[src/sv/drfd_pkg.sv]
`timescale 1ns / 1ps
// drfd_pkg: shared constants and item types of the dicom rle fragment decoder
// used by drfd_out_fifo and dicom_rle_fragment_decoder_top; no dependencies
package drfd_pkg;

  localparam int unsigned MAX_SEGMENTS = 4;
  localparam int unsigned ADDRESS_BITS = 24;

  localparam int unsigned HEADER_BYTES = 64;
  localparam int unsigned HDR_POS_W    = $clog2(HEADER_BYTES);
  localparam int unsigned SEG_CNT_W    = $clog2(MAX_SEGMENTS + 1);
  localparam int unsigned SEG_IDX_W    = (MAX_SEGMENTS > 1) ? $clog2(MAX_SEGMENTS) : 1;
  localparam int unsigned OFFSET_W     = 32;
  localparam int unsigned STEP_W       = 3;

  // packbits code points
  localparam logic [7:0] LIT_MAX_CODE     = 8'd127;
  localparam logic [7:0] REPEAT_SKIP_CODE = 8'd128;
  localparam logic [8:0] REPEAT_BASE      = 9'd257;

  localparam int unsigned FIFO_DEPTH = 2;
  localparam int unsigned FIFO_PTR_W = $clog2(FIFO_DEPTH);
  localparam int unsigned FIFO_CNT_W = $clog2(FIFO_DEPTH + 1);

  typedef struct packed {
    logic [7:0] data_byte;
    logic       last_of_fragment;
  } in_item_t;

  typedef struct packed {
    logic [7:0]              byte_value;
    logic [ADDRESS_BITS-1:0] first_address;
    logic [7:0]              run_length;
    logic [STEP_W-1:0]       address_step;
    logic                    error_flag;
  } out_item_t;

endpackage

[src/sv/dicom_rle_fragment_decoder_top.sv]
`timescale 1ns / 1ps
// dicom_rle_fragment_decoder_top: header parse and packbits run decode of one rle fragment
// depends on drfd_pkg and drfd_out_fifo
//
//  channel | direction | handshake               | payload
//  --------+-----------+-------------------------+------------------------------
//  in      | input     | in_valid_i / in_stall_o | in_item_i  (byte, last flag)
//  out     | output    | out_valid_o/out_stall_i | out_item_o (run descriptor)
//
// one byte item per cycle while in_stall_o is low; a run descriptor enters the result
// queue when its byte is taken. all decode state updates in the cycle of acceptance, so
// the per-byte rate is set by the state update path (offset subtract, segment select).
// reset clears the result queue and all decode state bar the offset and length stores;
// no clearing pass is needed. in_stall_o rises only when the two-entry queue is full.
module dicom_rle_fragment_decoder_top (
  input  logic                clk_i,
  input  logic                rst_ni,
  input  logic                in_valid_i,
  output logic                in_stall_o,
  input  drfd_pkg::in_item_t  in_item_i,
  output logic                out_valid_o,
  input  logic                out_stall_i,
  output drfd_pkg::out_item_t out_item_o
);

  typedef enum logic [1:0] {
    PH_HEADER,
    PH_RUN,
    PH_VALUE,
    PH_IDLE
  } phase_e;

  localparam int unsigned K_W = drfd_pkg::HDR_POS_W - 2;
  localparam int unsigned AB  = drfd_pkg::ADDRESS_BITS;
  localparam int unsigned OW  = drfd_pkg::OFFSET_W;

  phase_e                             phase_q, phase_d;
  logic [drfd_pkg::HDR_POS_W-1:0]     pos_q, pos_d;
  logic [OW-9:0]                      hw_q, hw_d;
  logic [drfd_pkg::SEG_CNT_W-1:0]     seg_total_q, seg_total_d;
  logic [drfd_pkg::SEG_IDX_W-1:0]     cur_seg_q, cur_seg_d;
  logic [OW-1:0]                      left_q, left_d;
  logic [7:0]                         lit_q, lit_d;
  logic [AB-1:0]                      addr_q, addr_d;
  logic [OW-1:0]                      prev_off_q, prev_off_d;
  logic [OW-1:0]                      seg_len_q [drfd_pkg::MAX_SEGMENTS];
  logic [OW-1:0]                      seg_len_d [drfd_pkg::MAX_SEGMENTS];
  logic [drfd_pkg::MAX_SEGMENTS-1:0]  seg_ne_q, seg_ne_d;

  logic                               accept;
  logic                               fifo_full;
  logic [7:0]                         din;
  logic [1:0]                         sub;
  logic [K_W-1:0]                     k;
  logic                               k_ok;
  logic [OW-1:0]                      word;
  logic [OW:0]                        diff;

  logic [drfd_pkg::SEG_CNT_W-1:0]     bs_start;
  logic                               bs_found;
  logic [drfd_pkg::SEG_IDX_W-1:0]     bs_seg;
  logic [OW-1:0]                      bs_left;

  logic                               res_valid;
  drfd_pkg::out_item_t                res;
  logic                               run_emit;
  logic [7:0]                         run_len;
  logic [10:0]                        run_span;
  logic                               seg_enter;

  assign accept     = in_valid_i & ~in_stall_o;
  assign in_stall_o = fifo_full;
  assign din        = in_item_i.data_byte;
  assign sub        = pos_q[1:0];
  assign k          = pos_q[drfd_pkg::HDR_POS_W-1:2] - K_W'(1);
  assign k_ok       = (32'(k) < 32'(seg_total_q)) && (32'(k) < drfd_pkg::MAX_SEGMENTS);
  assign word       = {din, hw_q};
  assign diff       = {1'b0, word} - {1'b0, prev_off_q};

  // offset store: each new offset turns into the length of the segment before it
  always_comb begin
    hw_d       = hw_q;
    prev_off_d = prev_off_q;
    seg_len_d  = seg_len_q;
    seg_ne_d   = seg_ne_q;
    if (accept && phase_q == PH_HEADER) begin
      if (pos_q[drfd_pkg::HDR_POS_W-1:2] == '0 || k_ok) begin
        case (sub)
          2'd0:    hw_d[7:0]   = din;
          2'd1:    hw_d[15:8]  = din;
          2'd2:    hw_d[23:16] = din;
          default: hw_d        = '0;
        endcase
      end
      if (pos_q[drfd_pkg::HDR_POS_W-1:2] != '0 && k_ok && sub == 2'd3) begin
        prev_off_d = word;
        if (k != '0) begin
          seg_len_d[drfd_pkg::SEG_IDX_W'(k - K_W'(1))] = diff[OW-1:0];
          seg_ne_d[drfd_pkg::SEG_IDX_W'(k - K_W'(1))]  = !diff[OW] && (diff[OW-1:0] != '0);
        end
      end
    end
    if (accept && in_item_i.last_of_fragment) begin
      hw_d = '0;
    end
  end

  // next segment to enter: first from bs_start that is the last one or not empty
  assign bs_start = (phase_q == PH_HEADER) ? '0
                  : drfd_pkg::SEG_CNT_W'(cur_seg_q) + drfd_pkg::SEG_CNT_W'(1);

  always_comb begin
    bs_found = 1'b0;
    bs_seg   = '0;
    bs_left  = '0;
    for (int i = 0; i < int'(drfd_pkg::MAX_SEGMENTS); i++) begin
      if (!bs_found && 32'(i) >= 32'(bs_start) && 32'(i) < 32'(seg_total_q)) begin
        if (32'(i) + 32'd1 == 32'(seg_total_q)) begin
          bs_found = 1'b1;
          bs_seg   = drfd_pkg::SEG_IDX_W'(i);
          bs_left  = '0;
        end else if (seg_ne_d[i]) begin
          bs_found = 1'b1;
          bs_seg   = drfd_pkg::SEG_IDX_W'(i);
          bs_left  = seg_len_d[i];
        end
      end
    end
  end

  assign run_span = 11'(run_len) * 11'(seg_total_q);

  always_comb begin
    phase_d     = phase_q;
    pos_d       = pos_q;
    seg_total_d = seg_total_q;
    cur_seg_d   = cur_seg_q;
    left_d      = left_q;
    lit_d       = lit_q;
    addr_d      = addr_q;
    res_valid   = 1'b0;
    res         = '0;
    run_emit    = 1'b0;
    run_len     = '0;
    seg_enter   = 1'b0;
    if (accept) begin
      case (phase_q)
        PH_HEADER: begin
          if (pos_q[drfd_pkg::HDR_POS_W-1:2] == '0 && sub == 2'd3 &&
              word > OW'(drfd_pkg::MAX_SEGMENTS)) begin
            res_valid     = 1'b1;
            res.error_flag = 1'b1;
            phase_d       = PH_IDLE;
          end else begin
            if (pos_q[drfd_pkg::HDR_POS_W-1:2] == '0 && sub == 2'd3) begin
              seg_total_d = drfd_pkg::SEG_CNT_W'(word);
            end
            pos_d = pos_q + 1'b1;
            if (pos_q == drfd_pkg::HDR_POS_W'(drfd_pkg::HEADER_BYTES - 1)) begin
              seg_enter = 1'b1;
            end
          end
        end
        PH_RUN, PH_VALUE: begin
          if (phase_q == PH_VALUE) begin
            run_emit = 1'b1;
            run_len  = lit_q;
            lit_d    = '0;
            phase_d  = PH_RUN;
          end else if (lit_q != '0) begin
            run_emit = 1'b1;
            run_len  = 8'd1;
            lit_d    = lit_q - 8'd1;
          end else if (din <= drfd_pkg::LIT_MAX_CODE) begin
            lit_d = din + 8'd1;
          end else if (din != drfd_pkg::REPEAT_SKIP_CODE) begin
            lit_d   = 8'(drfd_pkg::REPEAT_BASE - {1'b0, din});
            phase_d = PH_VALUE;
          end
          // the last segment runs to the end of the fragment
          if (32'(cur_seg_q) + 32'd1 < 32'(seg_total_q)) begin
            if (left_q != '0) begin
              left_d = left_q - OW'(1);
            end
            if (left_q <= OW'(1)) begin
              seg_enter = 1'b1;
            end
          end
        end
        default: ;
      endcase

      if (run_emit) begin
        res_valid         = 1'b1;
        res.byte_value    = din;
        res.first_address = addr_q;
        res.run_length    = run_len;
        res.address_step  = drfd_pkg::STEP_W'(seg_total_q);
        addr_d            = addr_q + AB'(run_span);
      end

      if (seg_enter) begin
        if (bs_found) begin
          cur_seg_d = bs_seg;
          addr_d    = AB'(bs_seg);
          lit_d     = '0;
          phase_d   = PH_RUN;
          left_d    = bs_left;
        end else begin
          phase_d = PH_IDLE;
        end
      end

      if (in_item_i.last_of_fragment) begin
        phase_d     = PH_HEADER;
        pos_d       = '0;
        seg_total_d = '0;
        cur_seg_d   = '0;
        left_d      = '0;
        lit_d       = '0;
        addr_d      = '0;
      end
    end
  end

  always_ff @(posedge clk_i or negedge rst_ni) begin
    if (!rst_ni) begin
      phase_q     <= PH_HEADER;
      pos_q       <= '0;
      hw_q        <= '0;
      seg_total_q <= '0;
      cur_seg_q   <= '0;
      left_q      <= '0;
      lit_q       <= '0;
      addr_q      <= '0;
    end else begin
      phase_q     <= phase_d;
      pos_q       <= pos_d;
      hw_q        <= hw_d;
      seg_total_q <= seg_total_d;
      cur_seg_q   <= cur_seg_d;
      left_q      <= left_d;
      lit_q       <= lit_d;
      addr_q      <= addr_d;
    end
  end

  // offsets and lengths are read only after this fragment's header wrote them
  always_ff @(posedge clk_i) begin
    prev_off_q <= prev_off_d;
    seg_len_q  <= seg_len_d;
    seg_ne_q   <= seg_ne_d;
  end

  drfd_out_fifo u_out_fifo (
    .clk_i       (clk_i),
    .rst_ni      (rst_ni),
    .push_i      (res_valid),
    .push_item_i (res),
    .full_o      (fifo_full),
    .out_valid_o (out_valid_o),
    .out_stall_i (out_stall_i),
    .out_item_o  (out_item_o)
  );

  a_err_from_header: assert property (@(posedge clk_i) disable iff (!rst_ni)
    (res_valid && res.error_flag) |-> phase_q == PH_HEADER)
    else $error("segment count error outside header");

  a_run_in_segment: assert property (@(posedge clk_i) disable iff (!rst_ni)
    (res_valid && !res.error_flag) |->
      (res.run_length != '0) && (phase_q == PH_RUN || phase_q == PH_VALUE))
    else $error("run item with bad length or phase");

  a_total_bounded: assert property (@(posedge clk_i) disable iff (!rst_ni)
    32'(seg_total_q) <= drfd_pkg::MAX_SEGMENTS)
    else $error("segment count above limit");

  a_value_pending: assert property (@(posedge clk_i) disable iff (!rst_ni)
    phase_q == PH_VALUE |-> lit_q != '0)
    else $error("repeat pending with zero length");

  a_last_restarts: assert property (@(posedge clk_i) disable iff (!rst_ni)
    (accept && in_item_i.last_of_fragment) |=> (phase_q == PH_HEADER && pos_q == '0))
    else $error("decoder did not restart after final item");

endmodule

[src/sv/drfd_out_fifo.sv]
`timescale 1ns / 1ps
// drfd_out_fifo: small result queue that decouples the decoder from output stalls
// depends on drfd_pkg for the result item type and queue depth
module drfd_out_fifo (
  input  logic                clk_i,
  input  logic                rst_ni,
  input  logic                push_i,
  input  drfd_pkg::out_item_t push_item_i,
  output logic                full_o,
  output logic                out_valid_o,
  input  logic                out_stall_i,
  output drfd_pkg::out_item_t out_item_o
);

  drfd_pkg::out_item_t                   mem_q [drfd_pkg::FIFO_DEPTH];
  logic [drfd_pkg::FIFO_PTR_W-1:0]       wr_ptr_q, wr_ptr_d;
  logic [drfd_pkg::FIFO_PTR_W-1:0]       rd_ptr_q, rd_ptr_d;
  logic [drfd_pkg::FIFO_CNT_W-1:0]       cnt_q, cnt_d;
  logic                                  pop;

  assign out_valid_o = (cnt_q != '0);
  assign out_item_o  = mem_q[rd_ptr_q];
  assign full_o      = (cnt_q == drfd_pkg::FIFO_CNT_W'(drfd_pkg::FIFO_DEPTH));
  assign pop         = out_valid_o & ~out_stall_i;

  always_comb begin
    wr_ptr_d = wr_ptr_q;
    rd_ptr_d = rd_ptr_q;
    cnt_d    = cnt_q;
    if (push_i) begin
      wr_ptr_d = wr_ptr_q + 1'b1;
    end
    if (pop) begin
      rd_ptr_d = rd_ptr_q + 1'b1;
    end
    if (push_i && !pop) begin
      cnt_d = cnt_q + 1'b1;
    end else if (!push_i && pop) begin
      cnt_d = cnt_q - 1'b1;
    end
  end

  always_ff @(posedge clk_i or negedge rst_ni) begin
    if (!rst_ni) begin
      wr_ptr_q <= '0;
      rd_ptr_q <= '0;
      cnt_q    <= '0;
    end else begin
      wr_ptr_q <= wr_ptr_d;
      rd_ptr_q <= rd_ptr_d;
      cnt_q    <= cnt_d;
    end
  end

  always_ff @(posedge clk_i) begin
    if (push_i) begin
      mem_q[wr_ptr_q] <= push_item_i;
    end
  end

  a_no_push_when_full: assert property (@(posedge clk_i) disable iff (!rst_ni)
    full_o |-> !push_i)
    else $error("result pushed into full queue");

  a_cnt_bounded: assert property (@(posedge clk_i) disable iff (!rst_ni)
    cnt_q <= drfd_pkg::FIFO_CNT_W'(drfd_pkg::FIFO_DEPTH))
    else $error("result queue count out of range");

  a_cnt_tracks: assert property (@(posedge clk_i) disable iff (!rst_ni)
    (push_i && !pop) |=> cnt_q == $past(cnt_q) + 1'b1)
    else $error("result queue count did not advance on push");

endmodule

[config.mk]
export PLATFORM = sky130hd
export DESIGN_NAME = dicom_rle_fragment_decoder_top
export DESIGN_NICKNAME = d
export VERILOG_FILES = /design/src/sv/drfd_pkg.sv /design/src/sv/dicom_rle_fragment_decoder_top.sv /design/src/sv/drfd_out_fifo.sv
export SDC_FILE = /design/constraint.sdc
export NUM_CORES = 1
export LEC_CHECK = 0
export BUFFER_PORTS_ARGS = -buffer_cell sky130_fd_sc_hd__buf_2
export CORE_ASPECT_RATIO = 0.5
export CORE_UTILIZATION = 60
export DETAILED_ROUTE_END_ITERATION = 8
export PLACE_DENSITY = 0.77
export SYNTH_ARGS = -nofsm -noshare
export SYNTH_HDL_FRONTEND = slang
export SYNTH_SLANG_ARGS = --single-unit
export TNS_END_PERCENT = 20
[constraint.sdc]
create_clock -name clk_i -period 10.6 [get_ports clk_i]
set_input_delay 1.06 -clock clk_i [delete_from_list [all_inputs] [get_ports clk_i]]
set_output_delay 1.06 -clock clk_i [all_outputs]
set_load 0.02 [all_outputs]
======== Word level (Yosys, flattened, before mapping) ========
Memory sizes are Yosys's and may differ from the RTL's.
Cells that the tools add are included.
storage, ports and cells
  flip-flop bits (word level) ............. 269
  bits in writable memories ............... 88
  input port bits ......................... 13
  output and inout port bits .............. 46
  logic and storage cells ................. 247
  memories kept ........................... 1
memory list
  name              depth  width  rd ports  clocked after Yosys merged registers in  write ports  line                 source
  u_out_fifo.mem_q  2      44     1         0                                        1            drfd_out_fifo.sv:15  drfd_pkg::out_item_t mem_q [drfd_pkg::FIFO_DEPTH];
operators by class
  $add $sub $neg .......................... 15
  multipliers ............................. 1
  magnitude comparators ................... 18
  eq/ne operators ......................... 20
  muxes and demuxes ....................... 113
  bitwise logic cells ..................... 5
  reductions and logical operators ........ 55
operator list
  kind                                                                                number
  32-bit two-way mux                                                                  19
  128-bit two-way mux                                                                 3
  24-bit two-way mux                                                                  7
  128-bit bitwise mux                                                                 1
  8-bit two-way mux                                                                   11
  32-bit demux with 2-bit select                                                      1
  32-bit nonzero test                                                                 2
  8-bit one-hot mux with 2 select lines                                               3
  44-bit two-way mux                                                                  1
  43-bit two-way mux                                                                  1
  2-bit two-way mux                                                                   19
  32-bit by 32-bit subtractor with 33-bit output                                      1
  32-bit by 3-bit greater-than comparator with 1-bit output (second input constant)   1
  32-bit by 1-bit less-or-equal comparator with 1-bit output (second input constant)  1
  1-bit two-way mux                                                                   32
  32-bit by 1-bit subtractor with 32-bit output (second input constant)               1
  24-bit by 11-bit adder with 24-bit output                                           1
  1-bit logical AND                                                                   19
  6-bit two-way mux                                                                   3
  2-bit nonzero test                                                                  8
  3-bit two-way mux                                                                   5
  5-bit != test (second input constant)                                               3
  3-bit AND reduction                                                                 5
  4-bit two-way mux                                                                   3
  other kinds (49)                                                                    76

======== Logic depth before layout (Yosys ltp) ========
  depth after elaboration ................. 28
  mapped depth ............................ 25
  depth with buffers taken out ............ 25

======== Hierarchy ========
A second synthesis with hierarchy kept.
second synthesis, totals
  cell total of the unflattened synthesis .. 2109
  area, all modules ....................... 19921.6 sq um
by module, submodules not included
  module                          times used  cells an instance  area an instance (sq um)  seq. area each (sq um)
  dicom_rle_fragment_decoder_top  1           1956               16351.9                   6130.9
  drfd_out_fifo                   1           153                3569.7                    2742.6

======== Worst setup path after synthesis ========
Ideal clock, no wire load.
  kind .................................... register to register
  from .................................... register lit_q[0]
  to ...................................... register addr_q[17]
  library setup time ...................... 0.077 ns
  arrival time ............................ 5.450 ns
  required time ........................... 10.523 ns
  path slack .............................. 5.073 ns
  cell stages (with the launch flop) ...... 23
  path buffers ............................ 0
  period minus slack after synthesis ...... 5.527 ns
  cells stage by stage .................... dfrtp_1 -> inv_1 -> ha_1 -> nor4b_1 -> nand2_1 -> o21ai_1 -> a211oi_1 -> nand2_1 -> fa_1 -> fa_1 -> fa_1 -> nor2b_1 -> o21ai_0 -> a21boi_0 -> o21ai_0 -> a21boi_0 -> o21ai_0 -> a21boi_0 -> o21a_1 -> o21a_1 -> nand2b_1 -> or3_1 -> a21oi_1
on the way
  cells in the longest elaborated chain, start to end .. 11
  elaborated cells between the ends (all ways) .. 15
  those cells by class .................... add/sub: 1; mul: 1; mux: 12; reduce/logical: 1
RTL lines
  what                                          line                                   source
  start: declaration                            dicom_rle_fragment_decoder_top.sv:43   logic [7:0] lit_q, lit_d;
  start signal: assignment                      dicom_rle_fragment_decoder_top.sv:243  lit_q <= lit_d;
  8-bit nonzero test                            dicom_rle_fragment_decoder_top.sv:170  end else if (lit_q != '0) begin
  1-bit two-way mux                             dicom_rle_fragment_decoder_top.sv:170
  8-bit two-way mux                             dicom_rle_fragment_decoder_top.sv:165  if (phase_q == PH_VALUE) begin
  8-bit two-way mux                             dicom_rle_fragment_decoder_top.sv:147  case (phase_q)
  8-bit two-way mux                             dicom_rle_fragment_decoder_top.sv:146  if (accept) begin
  8-bit by 3-bit multiplier with 11-bit output  dicom_rle_fragment_decoder_top.sv:131  assign run_span = 11'(run_len) * 11'(seg_total_q);
  24-bit by 11-bit adder with 24-bit output     dicom_rle_fragment_decoder_top.sv:199  addr_d = addr_q + AB'(run_span);
  24-bit two-way mux *                          dicom_rle_fragment_decoder_top.sv:193  if (run_emit) begin
  24-bit two-way mux                            dicom_rle_fragment_decoder_top.sv:203  if (bs_found) begin
  24-bit two-way mux *                          dicom_rle_fragment_decoder_top.sv:202  if (seg_enter) begin
  24-bit two-way mux *                          dicom_rle_fragment_decoder_top.sv:214  if (in_item_i.last_of_fragment) begin
  end signal: assignment                        dicom_rle_fragment_decoder_top.sv:244  addr_q <= addr_d;
  end: declaration                              dicom_rle_fragment_decoder_top.sv:44   logic [AB-1:0] addr_q, addr_d;
Mark *: on every way between the ends. The rest lies on a longest branch, timed or not. The select of a mux whose other input is x is not followed.
A chain may end at the register's enable or synchronous reset.

======== Worst setup path in the final report ========
  from .................................... register lit_q[0]
  to ...................................... register addr_q[19]
The elaborated chain is that of the path after synthesis.

==> impl_metrics.ini <==
[drt]
routed_wl_mm = 49.6
detail_route.wl_per_cell_um = 20.3
ant_nets = 0
first_iter_violations = 1555
drt_first_pass_iters = 6
drc_errors = 0
via_count = 15300
vias_per_cell = 6.24

[yosys]
ys_warn_count = 0
synthFlopType = dfxtp_1
synth-async-reset-ratio = 0.294
syn-instance-count = 1996
synth_edf_count = 120
synthesis.nets = 2100
yosysSeqAreaShare = 0.462
yosysUniqueCellTypes = 87
netlist_area_mm2 = 0.0192
syn_avg_cell_area_um2 = 9.62
ys_ff_latch = 357

[die]
placeableCoreArea_mm2 = 0.0309
die_w_um = 255
ios = 59
rows = 45
die_y_um = 129
initial_core_util = 0.621
dieArea_mm2 = 0.0328

[setup_path]
r2r_slack_ns = 4.19
rr_worst_depth = 23
cp.required_ns = 11.11
path_max_fanout = 16
r2r_start = lit_q[0]
critPathKind = register to register
r2r-end = addr_q[19]
cp-end-kind = register
worstPathArrival_ns = 6.92
start_kind = register

[run_status]
status = finished, final reports clean

[place]
dp_hpwl_mm = 33.7
port_buffers = 58
place_area_mm2 = 0.0198
routabilityCongestion = 0.947

[grt]
grt_pass1_wl_mm = 79.0
grt.total_usage = 0.306
grt_pass1_vias = 14300
antenna_found_initial = 0
grt_max_degree = 74
grt_overflow = 0

[sta]
layout_min_cycle_time_ns = 6.41
fmax_mhz = 156
drv_slew = 0
max_slew_margin = 0.185
tns_ns = 0
skew_ns = 0.0195
worst_pin_slew_ns = 1.21
rsz0062_at_grt = no
period_share = 0.604
setup_violations = 0
finalHoldViolations = 0

[clock_tree]
clockBufferDepth = 3
cts_tree = done
clk_pin_slew_ns = 0.07
cts-resized-gates = 0
postCtsHoldBufs = 0
numCtsBuffers = 31
clkLatencyLatePin_ns = 0.60
cts.sinks = 357
root_buffer = clkbuf_16
cts_htree_levels = 1
cts_setup_buffers = 0

[layout]
area_delta_synth_final_pct = 8.53
design.final.nets = 2102
drive_above_1_share = 0.142
post-route-util = 0.674
fillerInstances = 2437
final_common_cell = nand2_1
num_antenna_cells = 0
layout_common_cells = nand2_1 (232), a21oi_1 (173), o21ai_0 (133)
post-route-cell-area_mm2 = 0.0208

[run]
cap_violations = 0

[power_and_ir_drop]
p_leak_uw = 0.00837
power_density_mw_per_mm2 = 223
power.total_uw = 4650
vdd_ir_drop_max_uv = 160

[worst_hold_path]
hold_path_class = input port to asynchronous set/reset pin
-- cell families (layout without fill, tap and decap cells) --
family                   count (synthesis)  in the layout  synth area share
flip-flops                             357            357             0.462
adder cells (fa/ha/maj)                 91             91            0.0655
AO/OA/AOI/OAI                          545            545             0.186
buffers and inverters                  212            239            0.0440
AND/OR/NAND/NOR                        643            643             0.162
XOR/XNOR                                47             47            0.0214
multiplexers                           101            101            0.0589
-- state kept, by name, indices dropped and copies added (netlist names), 2 cells and up --
name,count
seg_len_q,128
u_out_fifo.mem_q,88
left_q,32
prev_off_q,32
addr_q,24
hw_q,24
lit_q,8
pos_q,6
seg_ne_q,4
seg_total_q,3
cur_seg_q,2
phase_q,2
u_out_fifo.cnt_q,2
-- cell usage after synthesis, types with 14 or more instances --
library cell | count | area share
nor3_1 | 55 | 0.014
and3_1 | 19 | 0.0062
a221oi_1 | 20 | 0.0091
xor2_1 | 14 | 0.0064
nor4_1 | 19 | 0.0062
nand3_1 | 53 | 0.014
xnor2_1 | 33 | 0.015
inv_1 | 104 | 0.020
a21oi_1 | 173 | 0.045
nand2_1 | 236 | 0.046
or3_1 | 17 | 0.0055
o21ai_0 | 133 | 0.035
mux2_2 | 96 | 0.056
dfxtp_1 | 132 | 0.14
dfrtp_1 | 105 | 0.14
o31ai_1 | 29 | 0.011
edfxtp_1 | 120 | 0.19
a22o_1 | 16 | 0.0073
and2_1 | 44 | 0.014
clkbuf_1 | 86 | 0.017
a221oi_2 | 15 | 0.012
ha_1 | 75 | 0.049
nor2_1 | 113 | 0.022
fa_1 | 16 | 0.017
a21o_1 | 22 | 0.0086
-- per-stage QoR --
step                      hold WS (ns)  cells  setup slack, ns
after floorplan                  0.419   1996             5.07
after global routing             0.441   2446             3.57
after detailed placement         0.435   2388             4.26
after global placement           0.431   2388             4.50
final                            0.421   2446             4.19
after CTS                        0.412   2446             4.24
-- worst max-delay path by stage --
stage | cells past startpoint | to | slack (ns) | start
global route | 23 | addr_q[19] | 3.57 | lit_q[1]
floorplan | 22 | addr_q[17] | 5.07 | lit_q[0]
global placement | 23 | addr_q[19] | 4.50 | lit_q[0]
CTS | 23 | addr_q[19] | 4.24 | lit_q[0]
finish | 23 | addr_q[19] | 4.19 | lit_q[0]
detailed placement | 23 | addr_q[21] | 4.26 | lit_q[0]
-- per-layer routing --
layer  part of all wire  track usage
met5                  0            0
met4              0.021       0.0690
met3              0.075       0.0552
met2               0.45        0.491
met1               0.45        0.434
-- cell type report --
cell class / instances / area (µm²) / area share
Tap cell: 423 / 529 / 0.0254
Timing Repair Buffer: 77 / 435 / 0.0209
Clock inverter: 19 / 186 / 0.00894
Inverter: 104 / 390 / 0.0187
Multi-Input combinational cell: 1427 / 9560 / 0.459
Sequential cell: 357 / 8870 / 0.426
Clock buffer: 39 / 870 / 0.0417
-- critical path: stages (launching register included) --
cell and delay (ns):
dfrtp_1 0.41, inv_1 0.13, ha_1 0.15, nor4b_1 0.74, nand2_1 0.37, o21ai_1 0.22
buf_4 0.26, a211oi_1 0.13, nand2_1 0.15, fa_1 0.42, fa_1 0.52, fa_1 0.47
nor2b_1 0.14, o21ai_0 0.13, a21boi_0 0.26, o21ai_0 0.15, a21boi_0 0.28, o21ai_0 0.15
a21boi_0 0.26, o21a_1 0.14, o21a_1 0.16, nand2b_1 0.18, or3_1 0.35, a21oi_1 0.15
-- report_power, final --
| part | internal, µW | switching [µW] |
|---|---|---|
| sequential | 1630 | 212 |
| clock | 638 | 544 |
| combinational | 561 | 1070 |
No activity file was read; power rests on OpenSTA's default activity.
